--- src/hdl/btser_pkg.sv ---
package btser_pkg;

    // Default depth of the token queue between the front and back parts.
    localparam int QUEUE_DEPTH = 2;

    // Register reset values.
    localparam logic [31:0] MAGIC_WORD_RESET       = 32'h6C72_733D;
    localparam logic [7:0]  PROTOCOL_VERSION_RESET = 8'h01;

    // Header bytes of the encoded format.
    localparam logic [7:0] HDR_POS_LOW       = 8'h00;
    localparam logic [7:0] HDR_NEG_LOW       = 8'h10;
    localparam logic [7:0] HDR_VARINT        = 8'h20;
    localparam logic [7:0] HDR_ZIGZAG        = 8'h21;
    localparam logic [7:0] HDR_UNDEF         = 8'h25;
    localparam logic [7:0] HDR_BINARY        = 8'h26;
    localparam logic [7:0] HDR_ARRAY         = 8'h2B;
    localparam logic [7:0] HDR_FALSE         = 8'h3A;
    localparam logic [7:0] HDR_TRUE          = 8'h3B;
    localparam logic [7:0] HDR_ARRAYREF_LOW  = 8'h40;
    localparam logic [7:0] HDR_SHORT_BIN_LOW = 8'h60;
    localparam logic [7:0] NEG_BIAS          = 8'd32;

    // Short form limits for length headers.
    localparam logic [4:0] SHORT_BIN_LIMIT = 5'd31;
    localparam logic [3:0] ARRAYREF_LIMIT  = 4'd15;

    // Byte positions within a document start sequence.
    localparam logic [3:0] DOC_VERSION_PHASE = 4'd4;
    localparam logic [3:0] DOC_LAST_PHASE    = 4'd5;

    // Token commands.
    typedef enum logic [2:0] {
        CMD_DOC_START  = 3'd0,
        CMD_INTEGER    = 3'd1,
        CMD_STR_HEADER = 3'd2,
        CMD_STR_BYTE   = 3'd3,
        CMD_ARR_HEADER = 3'd4,
        CMD_TRUE       = 3'd5,
        CMD_FALSE      = 3'd6,
        CMD_NIL        = 3'd7
    } command_t;

    // Configuration register indexes.
    typedef enum logic [0:0] {
        CFG_MAGIC_WORD       = 1'b0,
        CFG_PROTOCOL_VERSION = 1'b1
    } cfg_index_t;

    // How the back part turns a queued token into bytes.
    typedef enum logic [1:0] {
        KIND_SINGLE = 2'd0,
        KIND_VARINT = 2'd1,
        KIND_DOC    = 2'd2
    } kind_t;

    typedef struct packed {
        command_t           command;
        logic signed [63:0] value;
        logic [7:0]         data_byte;
    } tok_t;

    typedef struct packed {
        logic [7:0] out_byte;
        logic       last;
    } byte_t;

    // Classified token as held in the queue.
    typedef struct packed {
        kind_t       kind;
        logic [7:0]  hdr;
        logic [63:0] vint;
    } desc_t;

    typedef struct packed {
        logic full;
        logic empty;
    } q_status_t;

    typedef struct packed {
        logic active;
        logic pop;
    } back_status_t;

endpackage

--- src/hdl/btser_front.sv ---
module btser_front (
    input  logic              tok_valid,
    output logic              tok_stall,
    input  btser_pkg::tok_t   tok_data,
    input  btser_pkg::q_status_t q_status,
    output logic              push,
    output btser_pkg::desc_t  desc
);
    import btser_pkg::*;

    logic [63:0] v;
    logic        neg;

    assign v   = tok_data.value;
    assign neg = v[63];

    // The queue takes a transfer whenever it has room.
    assign tok_stall = q_status.full;
    assign push      = tok_valid && !q_status.full;

    // Classify the token into a single byte, a header plus varint, or a document start.
    always_comb
    begin
        desc.kind = KIND_SINGLE;
        desc.hdr  = HDR_UNDEF;
        desc.vint = v;
        unique case (tok_data.command)
            CMD_DOC_START:
            begin
                desc.kind = KIND_DOC;
            end
            CMD_INTEGER:
            begin
                if (!neg && (v[63:4] == 60'd0))
                begin
                    desc.hdr = HDR_POS_LOW | {4'd0, v[3:0]};
                end
                else if (neg && (&v[63:4]))
                begin
                    desc.hdr = HDR_NEG_LOW | (v[7:0] + NEG_BIAS);
                end
                else if (!neg)
                begin
                    desc.kind = KIND_VARINT;
                    desc.hdr  = HDR_VARINT;
                end
                else
                begin
                    // Zigzag of a negative value is the inverse of the value shifted left.
                    desc.kind = KIND_VARINT;
                    desc.hdr  = HDR_ZIGZAG;
                    desc.vint = {~v[62:0], 1'b1};
                end
            end
            CMD_STR_HEADER:
            begin
                if ((v[63:5] == 59'd0) && (v[4:0] != SHORT_BIN_LIMIT))
                begin
                    desc.hdr = HDR_SHORT_BIN_LOW | {3'd0, v[4:0]};
                end
                else
                begin
                    desc.kind = KIND_VARINT;
                    desc.hdr  = HDR_BINARY;
                end
            end
            CMD_STR_BYTE:
            begin
                desc.hdr = tok_data.data_byte;
            end
            CMD_ARR_HEADER:
            begin
                if ((v[63:4] == 60'd0) && (v[3:0] != ARRAYREF_LIMIT))
                begin
                    desc.hdr = HDR_ARRAYREF_LOW | {4'd0, v[3:0]};
                end
                else
                begin
                    desc.kind = KIND_VARINT;
                    desc.hdr  = HDR_ARRAY;
                end
            end
            CMD_TRUE:
            begin
                desc.hdr = HDR_TRUE;
            end
            CMD_FALSE:
            begin
                desc.hdr = HDR_FALSE;
            end
            CMD_NIL:
            begin
                desc.hdr = HDR_UNDEF;
            end
        endcase
    end

endmodule

--- src/hdl/btser_queue.sv ---
module btser_queue #(
    parameter int Depth = btser_pkg::QUEUE_DEPTH
) (
    input  logic                 clk,
    input  logic                 rst_n,
    input  logic                 push,
    input  btser_pkg::desc_t     push_desc,
    input  logic                 pop,
    output btser_pkg::desc_t     head,
    output btser_pkg::q_status_t q_status
);
    import btser_pkg::*;

    localparam int PtrW = (Depth > 1) ? $clog2(Depth) : 1;
    localparam int CntW = $clog2(Depth + 1);

    desc_t             mem_reg [Depth];
    logic [PtrW-1:0]   wr_ptr_reg, wr_ptr_next;
    logic [PtrW-1:0]   rd_ptr_reg, rd_ptr_next;
    logic [CntW-1:0]   count_reg, count_next;
    logic              do_push;
    logic              do_pop;

    assign q_status.full  = (count_reg == CntW'(Depth));
    assign q_status.empty = (count_reg == '0);
    assign head           = mem_reg[rd_ptr_reg];

    assign do_push = push && !q_status.full;
    assign do_pop  = pop && !q_status.empty;

    // Pointer and fill count update, wrapping at the queue depth.
    always_comb
    begin
        wr_ptr_next = wr_ptr_reg;
        rd_ptr_next = rd_ptr_reg;
        count_next  = count_reg;
        if (do_push)
        begin
            wr_ptr_next = (wr_ptr_reg == PtrW'(Depth - 1)) ? '0 : wr_ptr_reg + 1'b1;
        end
        if (do_pop)
        begin
            rd_ptr_next = (rd_ptr_reg == PtrW'(Depth - 1)) ? '0 : rd_ptr_reg + 1'b1;
        end
        if (do_push && !do_pop)
        begin
            count_next = count_reg + 1'b1;
        end
        else if (do_pop && !do_push)
        begin
            count_next = count_reg - 1'b1;
        end
    end

    always_ff @(posedge clk or negedge rst_n)
    begin
        if (!rst_n)
        begin
            wr_ptr_reg <= '0;
            rd_ptr_reg <= '0;
            count_reg  <= '0;
        end
        else
        begin
            wr_ptr_reg <= wr_ptr_next;
            rd_ptr_reg <= rd_ptr_next;
            count_reg  <= count_next;
        end
    end

    // Entry storage needs no reset.
    always_ff @(posedge clk)
    begin
        if (do_push)
        begin
            mem_reg[wr_ptr_reg] <= push_desc;
        end
    end

endmodule

--- src/hdl/btser_back.sv ---
module btser_back (
    input  logic                    clk,
    input  logic                    rst_n,
    input  btser_pkg::desc_t        head,
    input  btser_pkg::q_status_t    q_status,
    input  logic [31:0]             magic_word,
    input  logic [7:0]              protocol_version,
    output logic                    byte_valid,
    input  logic                    byte_stall,
    output btser_pkg::byte_t        byte_data,
    output btser_pkg::back_status_t status
);
    import btser_pkg::*;

    logic        byte_valid_reg, byte_valid_next;
    byte_t       byte_data_reg, byte_data_next;
    logic        active_reg, active_next;
    kind_t       kind_reg;
    logic [7:0]  hdr_reg;
    logic [63:0] vint_reg, vint_next;
    logic [3:0]  phase_reg, phase_next;

    kind_t       src_kind;
    logic [7:0]  src_hdr;
    logic [63:0] src_vint;
    logic [3:0]  src_phase;
    logic        load_ok;
    logic        step;
    logic        pop;
    logic [7:0]  gen_byte;
    logic        gen_last;

    // The output register frees up when empty or when its transfer completes.
    assign load_ok = !byte_valid_reg || !byte_stall;
    assign pop     = load_ok && !active_reg && !q_status.empty;
    assign step    = load_ok && (active_reg || !q_status.empty);

    // Continue the token in progress, or start on the head of the queue.
    always_comb
    begin
        if (active_reg)
        begin
            src_kind  = kind_reg;
            src_hdr   = hdr_reg;
            src_vint  = vint_reg;
            src_phase = phase_reg;
        end
        else
        begin
            src_kind  = head.kind;
            src_hdr   = head.hdr;
            src_vint  = head.vint;
            src_phase = '0;
        end
    end

    // Produce the byte for the current position within the token.
    always_comb
    begin
        gen_byte  = src_hdr;
        gen_last  = 1'b1;
        vint_next = src_vint;
        unique case (src_kind)
            KIND_SINGLE:
            begin
                gen_byte = src_hdr;
                gen_last = 1'b1;
            end
            KIND_VARINT:
            begin
                if (src_phase == '0)
                begin
                    gen_byte = src_hdr;
                    gen_last = 1'b0;
                end
                else
                begin
                    // Seven bits per byte, continuation flag while more remain.
                    gen_byte  = {(|src_vint[63:7]), src_vint[6:0]};
                    gen_last  = !(|src_vint[63:7]);
                    vint_next = {7'd0, src_vint[63:7]};
                end
            end
            KIND_DOC:
            begin
                if (src_phase < DOC_VERSION_PHASE)
                begin
                    gen_byte = 8'(magic_word >> {src_phase[1:0], 3'b000});
                    gen_last = 1'b0;
                end
                else if (src_phase == DOC_VERSION_PHASE)
                begin
                    gen_byte = protocol_version;
                    gen_last = 1'b0;
                end
                else
                begin
                    gen_byte = 8'h00;
                    gen_last = (src_phase == DOC_LAST_PHASE);
                end
            end
            default:
            begin
                gen_byte = src_hdr;
                gen_last = 1'b1;
            end
        endcase
    end

    // Next state of the output register and the sequencer.
    always_comb
    begin
        byte_valid_next = byte_valid_reg;
        byte_data_next  = byte_data_reg;
        active_next     = active_reg;
        phase_next      = phase_reg;
        if (step)
        begin
            byte_valid_next         = 1'b1;
            byte_data_next.out_byte = gen_byte;
            byte_data_next.last     = gen_last;
            active_next             = !gen_last;
            phase_next              = src_phase + 1'b1;
        end
        else if (load_ok)
        begin
            byte_valid_next = 1'b0;
        end
    end

    always_ff @(posedge clk or negedge rst_n)
    begin
        if (!rst_n)
        begin
            byte_valid_reg <= 1'b0;
            active_reg     <= 1'b0;
        end
        else
        begin
            byte_valid_reg <= byte_valid_next;
            active_reg     <= active_next;
        end
    end

    // Payload and working registers need no reset.
    always_ff @(posedge clk)
    begin
        byte_data_reg <= byte_data_next;
        phase_reg     <= phase_next;
        if (step)
        begin
            kind_reg <= src_kind;
            hdr_reg  <= src_hdr;
            vint_reg <= vint_next;
        end
    end

    assign byte_valid    = byte_valid_reg;
    assign byte_data     = byte_data_reg;
    assign status.active = active_reg;
    assign status.pop    = pop;

endmodule

--- src/hdl/binary_token_serializer_top.sv ---
// Path: a token accepted into the queue is held in a queue entry and then in the back-end
// output register before its first byte shows. Throughput: one output byte per cycle while
// byte_stall is low, set by the single byte-wide output register of the back-end sequencer;
// a token has from one byte (small integers, flags, string bytes) to eleven (header plus ten-byte varint).
// Reset: asynchronous and active low; it empties the token queue, drops any byte in
// flight and returns the magic word and protocol version to their defaults.
module binary_token_serializer_top #(
    parameter int QueueDepth = btser_pkg::QUEUE_DEPTH
) (
    input  logic                  clk,
    input  logic                  rst_n,
    input  logic                  tok_valid,
    output logic                  tok_stall,
    input  btser_pkg::tok_t       tok_data,
    output logic                  byte_valid,
    input  logic                  byte_stall,
    output btser_pkg::byte_t      byte_data,
    input  logic                  cfg_valid,
    output logic                  cfg_ready,
    input  btser_pkg::cfg_index_t cfg_index,
    input  logic [31:0]           cfg_data
);
    import btser_pkg::*;

    logic [31:0]  magic_reg, magic_next;
    logic [7:0]   version_reg, version_next;
    logic         push;
    desc_t        push_desc;
    desc_t        head;
    q_status_t    q_status;
    back_status_t back_status;

    // Configuration writes are always taken.
    assign cfg_ready = 1'b1;

    always_comb
    begin
        magic_next   = magic_reg;
        version_next = version_reg;
        if (cfg_valid && cfg_ready)
        begin
            unique case (cfg_index)
                CFG_MAGIC_WORD:       magic_next   = cfg_data;
                CFG_PROTOCOL_VERSION: version_next = cfg_data[7:0];
            endcase
        end
    end

    always_ff @(posedge clk or negedge rst_n)
    begin
        if (!rst_n)
        begin
            magic_reg   <= MAGIC_WORD_RESET;
            version_reg <= PROTOCOL_VERSION_RESET;
        end
        else
        begin
            magic_reg   <= magic_next;
            version_reg <= version_next;
        end
    end

    // Front end: accept and classify tokens.
    btser_front u_front (
        .tok_valid (tok_valid),
        .tok_stall (tok_stall),
        .tok_data  (tok_data),
        .q_status  (q_status),
        .push      (push),
        .desc      (push_desc)
    );

    // Queue between the two halves.
    btser_queue #(
        .Depth (QueueDepth)
    ) u_queue (
        .clk       (clk),
        .rst_n     (rst_n),
        .push      (push),
        .push_desc (push_desc),
        .pop       (back_status.pop),
        .head      (head),
        .q_status  (q_status)
    );

    // Back end: emit the bytes of each token.
    btser_back u_back (
        .clk              (clk),
        .rst_n            (rst_n),
        .head             (head),
        .q_status         (q_status),
        .magic_word       (magic_reg),
        .protocol_version (version_reg),
        .byte_valid       (byte_valid),
        .byte_stall       (byte_stall),
        .byte_data        (byte_data),
        .status           (back_status)
    );

    // A token part-way through emission always has a byte on the output.
    a_active_has_byte: assert property (@(posedge clk) disable iff (!rst_n)
        back_status.active |-> byte_valid)
        else $error("back end active without an output byte");

    // The back end only takes from a non-empty queue.
    a_pop_not_empty: assert property (@(posedge clk) disable iff (!rst_n)
        back_status.pop |-> !q_status.empty)
        else $error("queue popped while empty");

    // A multi-byte token only starts from a queue entry.
    a_active_from_pop: assert property (@(posedge clk) disable iff (!rst_n)
        $rose(back_status.active) |-> $past(back_status.pop))
        else $error("back end started without taking a token");

endmodule
--- config.mk ---
export PLATFORM = sky130hd
export DESIGN_NAME = binary_token_serializer_top
export DESIGN_NICKNAME = d
export VERILOG_FILES = /design/src/hdl/btser_pkg.sv /design/src/hdl/btser_front.sv /design/src/hdl/btser_queue.sv /design/src/hdl/btser_back.sv /design/src/hdl/binary_token_serializer_top.sv
export SDC_FILE = /design/constraint.sdc
export NUM_CORES = 1
export LEC_CHECK = 0
export BUFFER_PORTS_ARGS = -buffer_cell sky130_fd_sc_hd__clkbuf_2
export CAP_MARGIN = 20
export CORE_ASPECT_RATIO = 1.25
export CORE_UTILIZATION = 35
export CTS_CLUSTER_DIAMETER = 80
export DETAILED_ROUTE_END_ITERATION = 8
export GPL_TIMING_DRIVEN = 0
export HOLD_SLACK_MARGIN = 0.05
export PLACE_DENSITY_LB_ADDON = 0.08
export RECOVER_POWER = 50
export SYNTH_ARGS = -nofsm -noshare
export SYNTH_HDL_FRONTEND = slang
export SYNTH_SLANG_ARGS = --single-unit
--- constraint.sdc ---
create_clock -name clk -period 15.8 [get_ports clk]
set_clock_uncertainty 0.1 [all_clocks]
set_input_delay 1.58 -clock clk [delete_from_list [all_inputs] [get_ports clk]]
set_output_delay 1.58 -clock clk [all_outputs]
set_load 0.01 [all_outputs]
Word-level counts from Yosys, hierarchy flattened
Memory sizes are Yosys's and may differ from the RTL's.
Index checks and enable logic that the tools add are counted.
{ "classes": {"reduce_logical": 35, "n_addsub": 6, "n_div": 0, "mul": 0, "n_eq_ne": 13, "mux": 37, "shifts": 1, "order_cmp": 1, "bitwise_logic": 2} }
{ "ops": {"columns": ["operator", "n"], "rows": [
  ["64-bit 2-to-1 mux", 7],
  ["63-bit NOT", 1],
  ["60-bit logical NOT", 1],
  ["60-bit AND reduction", 1],
  ["59-bit logical NOT", 1],
  ["57-bit OR reduction", 1],
  ["8-bit 2-to-1 mux", 6],
  ["8-bit case mux with 6 select lines", 1],
  ["32-bit by 5-bit >> shifter with 8-bit output", 1],
  ["8-bit case mux with 2 select lines", 1],
  ["7-bit 2-to-1 mux", 2],
  ["1-bit logical AND", 12],
  ["1-bit 2-to-1 mux", 12],
  ["1-bit logical NOT", 10],
  ["2-bit 2-to-1 mux", 5],
  ["3-bit equality test (second input constant)", 3],
  ["8-bit by 6-bit adder with 8-bit output (second input constant)", 1],
  ["4-bit by 3-bit equality test with 1-bit output (second input constant)", 2],
  ["2-bit case mux with 4 select lines", 1],
  ["3-bit by 2-bit equality test with 1-bit output (second input constant)", 2],
  ["5-bit != test (second input constant)", 1],
  ["4-bit by 1-bit adder with 4-bit output (second input constant)", 1],
  ["2-bit equality test (second input constant)", 2],
  ["4-bit logical NOT", 1],
  ["other kinds (15)", 19]
]} }
{ "totals": {"mem_bits_ro": 0, "ram_bits": 148, "regBits": 133, "latch_bits": 0, "output_inout_bits": 12, "memories": 1, "inputBits": 113} }
{ "memory_table": {"columns": ["name", "words", "width", "rd", "rd_clocked_by_memory_dff", "wr", "line", "rtl"], "rows": [
  ["u_queue.mem_reg", 2, 74, 1, 0, 1, "btser_queue.sv:17", "desc_t mem_reg [Depth];"]
]} }

Depth between registers and ports, before layout
Gate-level depths: netlist of run 1.
{ "depth": {"word_depth": 8, "ltp_mapped": 16, "mapped_depth_nobuf": 8} }

By module
From an unflattened synthesis of run 1, not the netlist that was laid out.
{ "hier_totals": {"hier_cells": 973, "hier_area_um2": 14151.1} }
{ "modules_own_cells": {"columns": ["mod", "area_per_inst_um2", "n_inst", "cells_each"], "rows": [
  ["btser_queue", 5739.3, 1, 249],
  ["btser_back", 5397.7, 1, 375],
  ["binary_token_serializer_top", 1654.1, 1, 88],
  ["btser_front", 1360.1, 1, 261]
]} }

Worst setup path before layout of run 1
Ideal clock, no wire load.
{ "synth_path": {"path_kind": "input to register", "from": "in byte_stall", "to": "reg u_back.byte_data_reg, in the netlist u_back.byte_data[0], enable pin", "stages": 1, "required_time_ns": 15.137, "setup_ns": 0.563, "path_slack_ns": 9.407, "arrival_time_ns": 5.730, "n_path_buf": 0, "path_cell_list": "a21oi_1"} }
{ "synth_between": {"elab_chain_cells": 3} }
{ "synth_lines": {"columns": ["item", "line", "rtl"], "rows": [
  ["from (decl)", "binary_token_serializer_top.sv:16", "input logic byte_stall,"],
  ["1-bit logical NOT", "btser_back.sv:34", "assign load_ok = !byte_valid_reg || !byte_stall;"],
  ["1-bit logical OR", "btser_back.sv:34", null],
  ["1-bit logical AND", "btser_back.sv:36", "assign step = load_ok && (active_reg || !q_status.empty);"],
  ["to (signal assigned)", "btser_back.sv:148", "byte_data_reg <= byte_data_next;"],
  ["to (decl)", "btser_back.sv:16", "byte_t byte_data_reg, byte_data_next;"]
]} }
Every way passes these cells.
A chain may end at the register's enable or synchronous reset.

Worst setup path after layout of run 1
{ "layout_path": {"from": "reg u_queue.rd_ptr_reg", "to": "reg u_back.vint_reg[53], data pin"} }
{ "layout_between": {"elab_chain_cells": 4, "elab_cells_between_ends": 6, "classes_between": "eq/ne: 1; mux: 4; memory: 1"} }
{ "layout_lines": {"columns": ["item", "line", "rtl"], "rows": [
  ["from (decl)", "btser_queue.sv:19", "logic [PtrW-1:0] rd_ptr_reg, rd_ptr_next;"],
  ["from (signal assigned)", "btser_queue.sv:66", "rd_ptr_reg <= rd_ptr_next;"],
  ["memory read 2 x 74 bit", null, null],
  ["2-bit 2-to-1 mux", "btser_back.sv:41", "if (active_reg)"],
  ["net u_back.src_kind[0]", "btser_back.sv:23", "kind_t src_kind;"],
  ["2-bit by 1-bit equality test with 1-bit output", "btser_back.sv:63", "unique case (src_kind)"],
  ["64-bit 2-to-1 mux", "btser_back.sv:63", null],
  ["net u_back.vint_next[53]", "btser_back.sv:20", "logic [63:0] vint_reg, vint_next;"],
  ["to (signal assigned)", "btser_back.sv:154", "vint_reg <= vint_next;"],
  ["to (decl)", "btser_back.sv:20", null]
]} }
The timed path passes the listed nets, and every way through them passes these cells.

==> results of run 1 <==
kinds of logic (layout without fill, tap and decap cells):
| logic type | Yosys count | in the layout | synth area share [%] |
|---|---|---|---|
| DFF | 281 | 281 | 62.2 |
| other | 1 | 1 | 0.0284 |
| AOI/OAI and AO/OA | 200 | 200 | 8.75 |
| muxes | 193 | 193 | 15.4 |
| buffers and inverters | 80 | 267 | 2.85 |
| adders and majority gates | 8 | 8 | 0.757 |
| xor gates and xnor gates | 8 | 8 | 0.530 |
| and+or+nand+nor | 262 | 262 | 9.46 |
cell type report:
cell class | count | area share, %
clock inverter | 22 | 1.43
multi-input combinational | 672 | 29.8
timing repair buffer | 131 | 4.27
inverter | 20 | 0.484
clock buffer | 34 | 5.08
tap | 486 | 3.92
buffer | 60 | 1.88
sequential | 281 | 53.1
metal layers:
layer,wire [um],global-route usage (%)
met1,15400,24.0
met2,21400,38.4
met3,1140,2.10
met4,1050,5.86
met5,0,0
power by group:
group	switching, uW	internal (uW)	total (uW)
Combinational	726	369	1090
Sequential	64.2	1160	1220
Clock	303	423	726
Total	1090	1950	3040
critical path: stages (launching register included):
cell      delay (ns)
dfrtp_1         0.39
clkbuf_1        0.62
clkbuf_1        0.67
clkbuf_1        0.68
clkbuf_1        0.77
mux2i_1         0.20
o21a_1          0.24
inv_1           0.08
ha_1            0.14
clkbuf_1        0.25
inv_1           0.13
a21oi_1         0.53
clkbuf_1        0.69
clkbuf_1        0.53
o21ai_0         0.17
stage by stage:
step                worst slack, ns  std cells  hold WS, ns  utilization [%]
floorplan                      9.41       1033        0.361                -
global placement               6.46       1641        0.376             38.8
detailed placement            10.46       1650        0.390             39.3
CTS                           10.42       1706        0.404             42.0
global route                   8.87       1706        0.416             41.6
finish                         9.31       1706        0.400             41.6
worst max-delay path by stage:
stage / endpoint / start
2_1_floorplan: u_back.byte_data[0]$_DFFE_PP_ / byte_stall
3_3_place_gp: u_back.byte_data[2]$_DFFE_PP_ / u_back.active_reg$_DFFE_PN0P_
3_5_place_dp: u_back.vint_reg[39]$_DFFE_PP_ / u_back.active_reg$_DFFE_PN0P_
4_1_cts: u_back.vint_reg[39]$_DFFE_PP_ / u_back.active_reg$_DFFE_PN0P_
5_1_grt: u_back.vint_reg[53]$_DFFE_PP_ / u_queue.rd_ptr_reg$_DFFE_PN0P_
6_report: u_back.vint_reg[53]$_DFFE_PP_ / u_queue.rd_ptr_reg$_DFFE_PN0P_
placed cells by master, fill, tap and decap left out, types with 3 or more instances in the layout:
cell | Yosys | routed
xor2_1 | 3 | 3
o22ai_1 | 6 | 6
nor2b_1 | 13 | 13
and2_1 | 3 | 3
bufinv_16 | 0 | 4
clkinv_1 | 0 | 4
a22oi_1 | 8 | 8
mux2i_1 | 110 | 110
ha_1 | 8 | 8
inv_1 | 19 | 20
buf_6 | 5 | 5
dfstp_2 | 19 | 19
nand4_1 | 30 | 30
nand2b_1 | 9 | 9
o21ai_0 | 105 | 105
nor4_1 | 19 | 19
dfrtp_1 | 27 | 27
a222oi_1 | 4 | 4
edfxtp_1 | 235 | 235
nand2_1 | 135 | 135
buf_1 | 12 | 8
clkbuf_2 | 0 | 108
clkbuf_16 | 0 | 31
xnor2_1 | 5 | 5
clkinv_2 | 0 | 9
a21oi_1 | 18 | 18
o21a_1 | 12 | 12
a211oi_1 | 9 | 9
o211ai_1 | 3 | 3
clkbuf_1 | 24 | 58
nor2_1 | 24 | 24
o21ai_1 | 20 | 20
mux2_2 | 83 | 83
nor3_1 | 7 | 7
nand3_1 | 10 | 10
a21boi_0 | 3 | 3
buf_2 | 16 | 10
==> results.py, run 1 <==
metrics = {
    "timing": {
        "drv_slew": 153,
        "period_minus_slack_ns": 6.49,
        "setup_tns_ns": 0,
        "rsz0062_at_grt": "no",
        "setup_viol_count_final": 0,
        "period_share_pct": 41.0,
        "worst_slew_pin_slew_ns": 3.31,
        "fmax_ghz": 0.154,
        "hold_viol": 0,
        "max-slew-margin-rel_pct": -120,
    },
    "synthesis": {
        "yosysMostFrequentCell": "edfxtp_1",
        "ys_dominant_reg_cell": "edfxtp_1",
        "synth_edf_count": 235,
        "synth_seq_cells": 281,
        "synth_cells": 1033,
        "netlist_area_um2": 13200,
        "yosysUniqueCellTypes": 52,
        "ys_top_cells_by_count": "edfxtp_1, nand2_1, mux2i_1",
        "syn-mean-instance-area_um2": 12.8,
        "ys_top_cells_by_area": "edfxtp_1, mux2i_1, mux2_2, dfrtp_1, o21ai_0",
        "async_flop_share_pct": 16.4,
        "ys_seq_area_share_pct": 62.2,
        "yosys_warnings": 0,
        "syn_nets": 1154,
        "synth_top_area_cell": "edfxtp_1",
        "synth_top_cell_area_share_pct": 53.4,
    },
    "final_layout": {
        "nets": 1317,
        "largest_reg_flops": 148,
        "area_growth_pct": 17.2,
        "design_area_um2": 15500,
        "multi_input_area_um2": 4620,
        "regArea_um2": 8230,
        "layout-drive-gt1-share_pct": 23.2,
        "insertedDiodeCount": 0,
        "fillCellCount": 3584,
    },
    "setup_path": {
        "cp.required_ns": 15.98,
        "reg2reg_slack_ns": 9.31,
        "rr_endpoint": "u_back.vint_reg[53]$_DFFE_PP_",
        "start_kind": "register",
        "path_class": "reg -> reg",
        "cp.arrival_ns": 6.66,
        "cp_max_fo": 10,
        "r2r_cells": 14,
        "r2r-start": "u_queue.rd_ptr_reg$_DFFE_PN0P_",
        "worstSetupEndpointType": "register",
    },
    "global_routing": {
        "grt-ovfl-total": 0,
        "grt_max_degree": 53,
        "grt_pass1_vias": 8969,
        "antenna_found_initial": 0,
        "grt_util_all_layers_pct": 20.3,
        "grt_pass1_wl_mm": 57.5,
    },
    "cts": {
        "postCtsSetupBuffers": 0,
        "clockBufferDepth": 3,
        "tritoncts": "built",
        "cts.sinks": 281,
        "postCtsHoldBufs": 0,
        "cts.repair.resized": 0,
        "htreeDepth": 1,
        "clk_latency_ns": 0.56,
        "cts_buffers": 30,
        "clk_pin_slew_ns": 0.06,
        "root_buffer": "clkbuf_16",
    },
    "outcome": {
        "violations": "capacitance limit, slew limit",
        "status": "complete, but fails checks",
    },
    "placed_design": {
        "gp_congestion": 0.871,
        "port_buffers": 122,
        "postPlaceCellArea_um2": 14600,
        "dp_hpwl_mm": 28.9,
    },
    "hold_path": {
        "hold_path_startpoint": "magic_reg[18]$_DFFE_PN0P_",
        "worstHoldEndpoint": "magic_reg[18]$_DFFE_PN0P_",
        "hold_path_class": "reg -> reg",
        "worstHoldPathCells": 1,
    },
    "routing": {
        "post_drt_wl_per_cell_um": 22.8,
        "drtAntennaViolNets": 0,
        "drt_wl_total_mm": 38.9,
        "drt_iter0_markers": 584,
        "dr.pass1.iters": 5,
        "vias": 8956,
        "vias_per_cell": 5.25,
        "drc": 0,
    },
    "floorplan": {
        "dieArea_um2": 38600,
        "io_pins": 125,
        "rows": 79,
        "start_util_pct": 35.5,
        "die_w_um": 176,
        "die_y_um": 219,
        "coreArea_um2": 37300,
    },
    "power_and_ir_drop": {
        "p_leak_uw": 0.00590,
        "finalPower_uw": 3040,
        "p_per_area_nw_per_um2": 196,
        "ir_drop_mv": 0.0874,
    },
    "flow_run": {
        "maxCapViolCount": 5,
    },
}
Note: power is estimated with default switching activity, not from simulation.
==> inputs of run 2 (changes only) <==
Clock period 15.8 ns to 5.2 ns, I/O delays scaled along.
==> run 2 against run 1 <==
Net effect:
- the flow still finishes with violations (capacitance limit, slew limit)
- count of clock-buffer cells in the layout grew 8
- clock power grew to 2.7 times the previous value
- fmax grew 40%
- sequential cell count is the same
- critical endpoint is now u_back.vint_reg[20]$_DFFE_PP_
- non-clock buffer count grew 1
- highest routed layer unchanged
==> results.py, run 2 (synthesized netlist as in run 1, its figures left out) <==
metrics = {
    "placed_design": {
        "dp.cells": 1651,
        "gp_congestion": 0.848,
        "dp_hpwl_mm": 28.9,
        "port_buffers": 122,
        "preCtsSetupSlack_ns": -0.177,
    },
    "global_routing": {
        "antenna_found_initial": 0,
        "grt_max_degree": 52,
        "grt-ovfl-total": 0,
        "grt_pass1_wl_mm": 57.3,
        "grt_util_all_layers_pct": 20.4,
        "grt_pass1_vias": 9038,
    },
    "timing": {
        "worst_slew_pin_slew_ns": 2.22,
        "max-slew-margin-rel_pct": -48.5,
        "fmax_ghz": 0.216,
        "holdWs_ns": 0.0922,
        "setup_tns_ns": 0,
        "period_share_pct": 89.1,
        "setup_viol_count_final": 0,
        "hold_viol": 0,
        "timing.final.ws_setup_ns": 0.568,
        "period_minus_slack_ns": 4.63,
        "rsz0062_at_grt": "no",
        "drv_slew": 102,
    },
    "outcome": {
        "violations": "capacitance limit, slew limit",
        "status": "complete, but fails checks",
    },
    "power_and_ir_drop": {
        "p_per_area_nw_per_um2": 584,
        "finalPower_uw": 9020,
        "p_leak_uw": 0.00589,
        "ir_drop_mv": 0.268,
    },
    "floorplan": {
        "die_w_um": 176,
        "start_util_pct": 35.5,
        "dieArea_um2": 38600,
        "io_pins": 125,
        "coreArea_um2": 37300,
        "rows": 79,
        "die_y_um": 219,
    },
    "setup_path": {
        "worstSetupEndpointType": "register",
        "start_kind": "register",
        "cp.arrival_ns": 4.80,
        "path_class": "reg -> reg",
        "cp.required_ns": 5.37,
        "cp_max_fo": 10,
    },
    "cts": {
        "clk_latency_ns": 0.56,
        "clockBufferDepth": 3,
        "htreeDepth": 1,
        "root_buffer": "clkbuf_16",
        "cts.sinks": 281,
        "tritoncts": "built",
        "cts_buffers": 29,
        "clk_pin_slew_ns": 0.06,
    },
    "hold_path": {
        "hold_path_class": "in -> reg",
    },
    "routing": {
        "vias_per_cell": 5.27,
        "post_drt_wl_per_cell_um": 22.7,
        "drt_iter0_markers": 833,
        "dr.pass1.iters": 6,
        "drtAntennaViolNets": 0,
        "vias": 8970,
        "drt_wl_total_mm": 38.7,
        "drc": 0,
    },
    "final_layout": {
        "layout_common_cells": "edfxtp_1, nand2_1, clkbuf_2",
        "insertedDiodeCount": 0,
        "area_growth_pct": 16.7,
        "largest_reg_flops": 148,
        "layout_commonest_cell": "edfxtp_1",
        "instances_no_fill": 1703,
        "layout-drive-gt1-share_pct": 23.5,
        "nets": 1317,
    },
    "flow_run": {
        "maxCapViolCount": 3,
    },
}
## run 2: changes by cell type in the layout (fill, tap and decap cells not counted), moves of 3 or more
cell,delta
clkbuf_1,-8
buf_2,+7
clkbuf_8,+6
clkinv_2,-6
bufinv_16,-4
clkbuf_2,+3
## run 2: what timing repair did
item | in CTS | in global routing
gates resized for setup | 1 | 3
buffers inserted | 0 | 0
pin swaps | 0 | 0
hold endpoints to repair | 20 | 0
endpoints found under the setup margin | 10 | 30
hold buffers | 1 | 0
## run 2: final cells by class
class	count	area, um2
Multi-Input combinational cell	672	4620
Sequential cell	281	8230
Inverter	20	75.1
Tap cell	486	608
Buffer	59	297
Clock inverter	10	45.0
Clock buffer	42	838
Timing Repair Buffer	133	723
Fill cell	3555	21800
## run 2: critical path: stages (launching register included)
cell and delay (ns):
dfrtp_1 0.43, buf_2 0.34, buf_2 0.40, buf_2 0.40, buf_2 0.43, mux2i_1 0.15
o21a_1 0.21, inv_1 0.08, ha_1 0.15, clkbuf_1 0.25, inv_1 0.14, a21oi_2 0.35
clkbuf_1 0.67, mux2i_1 0.19
## run 2: metrics by stage
stage,cell area [um2],util [%]
after floorplan,13200,-
after global placement,14400,38.8
after detailed placement,14700,39.4
after CTS,15600,41.8
after global routing,15400,41.4
final,15400,41.4
## run 2: layer usage
layer | global-route usage (%) | vias up | routed length [um]
li1 | - | 4225 | -
met3 | 2.13 | 47 | 1460
met2 | 37.4 | 235 | 20600
met1 | 23.9 | 4463 | 15100
met4 | 8.90 | 0 | 1560
met5 | 0 | - | 0
## run 2: path summary, 6_finish.rpt
check	slack (ns)	from	depth (start not counted)	end
hold / removal	0.09	cfg_data[8]	2	magic_reg[8]$_DFFE_PN1P_
hold reg to reg	0.40	u_queue.wr_ptr_reg$_DFFE_PN0P_	1	u_queue.wr_ptr_reg$_DFFE_PN0P_
setup / recovery	0.57	u_queue.rd_ptr_reg$_DFFE_PN0P_	13	u_back.vint_reg[20]$_DFFE_PP_
max in group asynchronous	2.57	rst_n	3	magic_reg[11]$_DFFE_PN0P_
min in group asynchronous	0.75	rst_n	2	magic_reg[16]$_DFFE_PN0P_
setup reg to reg	0.57	u_queue.rd_ptr_reg$_DFFE_PN0P_	13	u_back.vint_reg[20]$_DFFE_PP_
## run 2: where the power goes
group          internal, uW  switching (uW)
registers              3500             196
clock network          1110             857
logic                  1160            2210
total                  5760            3260
==> inputs of run 3 (changes only) <==
Settings changed: BUFFER_PORTS_ARGS -buffer_cell sky130_fd_sc_hd__clkbuf_2 to unset, DONT_BUFFER_PORTS set to 1.
==> run 3 against run 2 <==
Net effect:
- the run still ends with capacitance limit, slew limit left
- clock power up 12%
- sequential share of layout area up 0.55 points
- cell count down 4.9%
- sequential cell count unchanged
- die area unchanged
- wire length up 2.2%
- sequential power about the same
- largest cell class unchanged
- highest routed layer unchanged
==> results.py, run 3 (synthesized netlist as in run 1, its figures left out) <==
metrics = {
    "floorplan": {
        "die_w_um": 176,
        "coreArea_um2": 37300,
        "io_pins": 125,
        "dieArea_um2": 38600,
        "start_util_pct": 35.5,
        "die_y_um": 219,
        "rows": 79,
    },
    "cts": {
        "clockBufferDepth": 3,
        "tritoncts": "built",
        "cts.sinks": 281,
        "postCtsSetupBuffers": 0,
        "clk_latency_ns": 0.57,
        "clk_pin_slew_ns": 0.06,
        "htreeDepth": 1,
        "root_buffer": "clkbuf_16",
        "cts_buffers": 30,
    },
    "final_layout": {
        "insertedDiodeCount": 0,
        "nets": 1230,
        "layout_common_cells": "edfxtp_1, nand2_1, mux2i_1",
        "fillCellCount": 3553,
        "largest_reg_flops": 148,
        "layout-drive-gt1-share_pct": 15.7,
        "layout_commonest_cell": "edfxtp_1",
        "area_growth_pct": 15.6,
    },
    "setup_path": {
        "path_delay_family": "buffers and inverters",
        "worstSetupEndpointType": "register",
        "start_kind": "register",
        "cpMaxStageDelayCell": "clkbuf_1",
        "r2r-start": "u_back.active_reg$_DFFE_PN0P_",
        "worstSetupEndpoint": "u_back.vint_reg[22]$_DFFE_PP_",
        "cp_max_fo": 10,
        "critical_path.max_stage_delay_ns": 0.70,
        "r2r_cells": 15,
        "path_class": "reg -> reg",
        "path_buf_inv": 10,
        "cp.required_ns": 5.38,
        "path_cells": "buf_2, buf_2, buf_2, buf_2, clkbuf_1, clkbuf_1, nand2_1, o21a_1, inv_1, ha_1, clkbuf_1, inv_1, a21oi_2, clkbuf_1, mux2i_1",
        "reg2reg_slack_ns": 0.48,
        "rr_endpoint": "u_back.vint_reg[22]$_DFFE_PP_",
        "cp.depth": 15,
        "cp.arrival_ns": 4.90,
        "crit_start": "u_back.active_reg$_DFFE_PN0P_",
    },
    "timing": {
        "setup_viol_count_final": 0,
        "period_share_pct": 90.7,
        "hold_viol": 0,
        "fmax_ghz": 0.212,
        "worst_slew_pin_slew_ns": 2.52,
        "holdWs_ns": 0.0581,
        "rsz0062_at_grt": "no",
        "timing.final.ws_setup_ns": 0.483,
        "period_minus_slack_ns": 4.72,
        "drv_slew": 148,
        "max-slew-margin-rel_pct": -67.8,
    },
    "outcome": {
        "violations": "capacitance limit, slew limit",
        "status": "complete, but fails checks",
    },
    "routing": {
        "drt_wl_total_mm": 39.5,
        "post_drt_wl_per_cell_um": 24.4,
        "drt_iter0_markers": 578,
        "vias": 8733,
        "vias_per_cell": 5.39,
        "dr.pass1.iters": 5,
        "drtAntennaViolNets": 0,
        "drc": 0,
    },
    "global_routing": {
        "antenna_found_initial": 0,
        "grt_pass1_wl_mm": 57.4,
        "grt_max_degree": 53,
        "grt-ovfl-total": 0,
        "grt_pass1_vias": 8777,
        "grt_util_all_layers_pct": 20.5,
    },
    "flow_run": {
        "maxCapViolCount": 4,
    },
    "hold_path": {
        "hold_path_class": "in -> reg",
    },
    "power_and_ir_drop": {
        "finalPower_uw": 9220,
        "ir_drop_mv": 0.270,
        "p_leak_uw": 0.00558,
        "p_per_area_nw_per_um2": 603,
    },
    "placed_design": {
        "dp_hpwl_mm": 28.9,
        "port_buffers": 0,
        "gp_congestion": 0.861,
        "preCtsSetupSlack_ns": -0.102,
    },
}
run 3: changes by cell type in the layout (fill, tap and decap cells not counted), sizes merged:
cell | previous run | this run
bufinv | 0 | 3
buf | 36 | 33
dlygate4sd3 | 1 | 35
clkbuf | 197 | 80
clkinv | 9 | 8
run 3: report_power, final:
part / total [uW] / internal, uW / switching [uW]
Sequential: 3720 / 3500 / 225
Combinational: 3300 / 1120 / 2170
Clock: 2200 / 1310 / 896
run 3: cell type report:
class / instances / area (um2) / share of cell area (%)
plain buffers: 60 / 288 / 1.88
clock buffers: 44 / 875 / 5.72
clock inverters: 12 / 135 / 0.884
inverters: 20 / 75.1 / 0.491
multi-input cells: 672 / 4620 / 30.2
flip-flops and latches: 281 / 8230 / 53.9
well taps: 486 / 608 / 3.98
repair buffers: 44 / 450 / 2.95
run 3: worst min path at each step:
stage                  from                          endpoint  slack, ns  cells after the start
4_1_cts        tok_data[54]  u_queue.mem_reg[1][46]$_DFFE_PP_       0.05                      2
3_5_place_dp          rst_n         magic_reg[16]$_DFFE_PN0P_       0.13                      0
5_1_grt           tok_valid    u_queue.wr_ptr_reg$_DFFE_PN0P_       0.04                      2
2_1_floorplan         rst_n         magic_reg[10]$_DFFE_PN0P_       0.12                      0
3_3_place_gp          rst_n         magic_reg[16]$_DFFE_PN0P_       0.13                      0
6_report          tok_valid    u_queue.wr_ptr_reg$_DFFE_PN0P_       0.06                      2
run 3: what timing repair did:
action | CTS | global route
resized for setup | 1 | 3
hold buffers | 36 | 0
cloned | 0 | 0
pin swaps | 0 | 0
hold endpoints to repair | 89 | 0
setup endpoints to repair | 10 | 27
run 3: per-stage QoR:
stage / cells / area, um2 / setup TNS, ns / utilization [%]
after floorplan: 1033 / 13200 / 0 / -
after global placement: 1519 / 13800 / -224.82 / 37.1
after detailed placement: 1527 / 14000 / -0.521 / 37.6
after CTS: 1619 / 15400 / 0 / 41.3
after global routing: 1619 / 15300 / 0 / 41.0
final: 1619 / 15300 / 0 / 41.0
run 3: per-layer routing:
layer / up-vias / track usage (%) / wire length [um]
li1: 4050 / - / -
met1: 4449 / 23.6 / 15300
met2: 186 / 38.1 / 21200
met3: 48 / 2.69 / 1560
met4: 0 / 7.94 / 1550
met5: - / 0 / 0
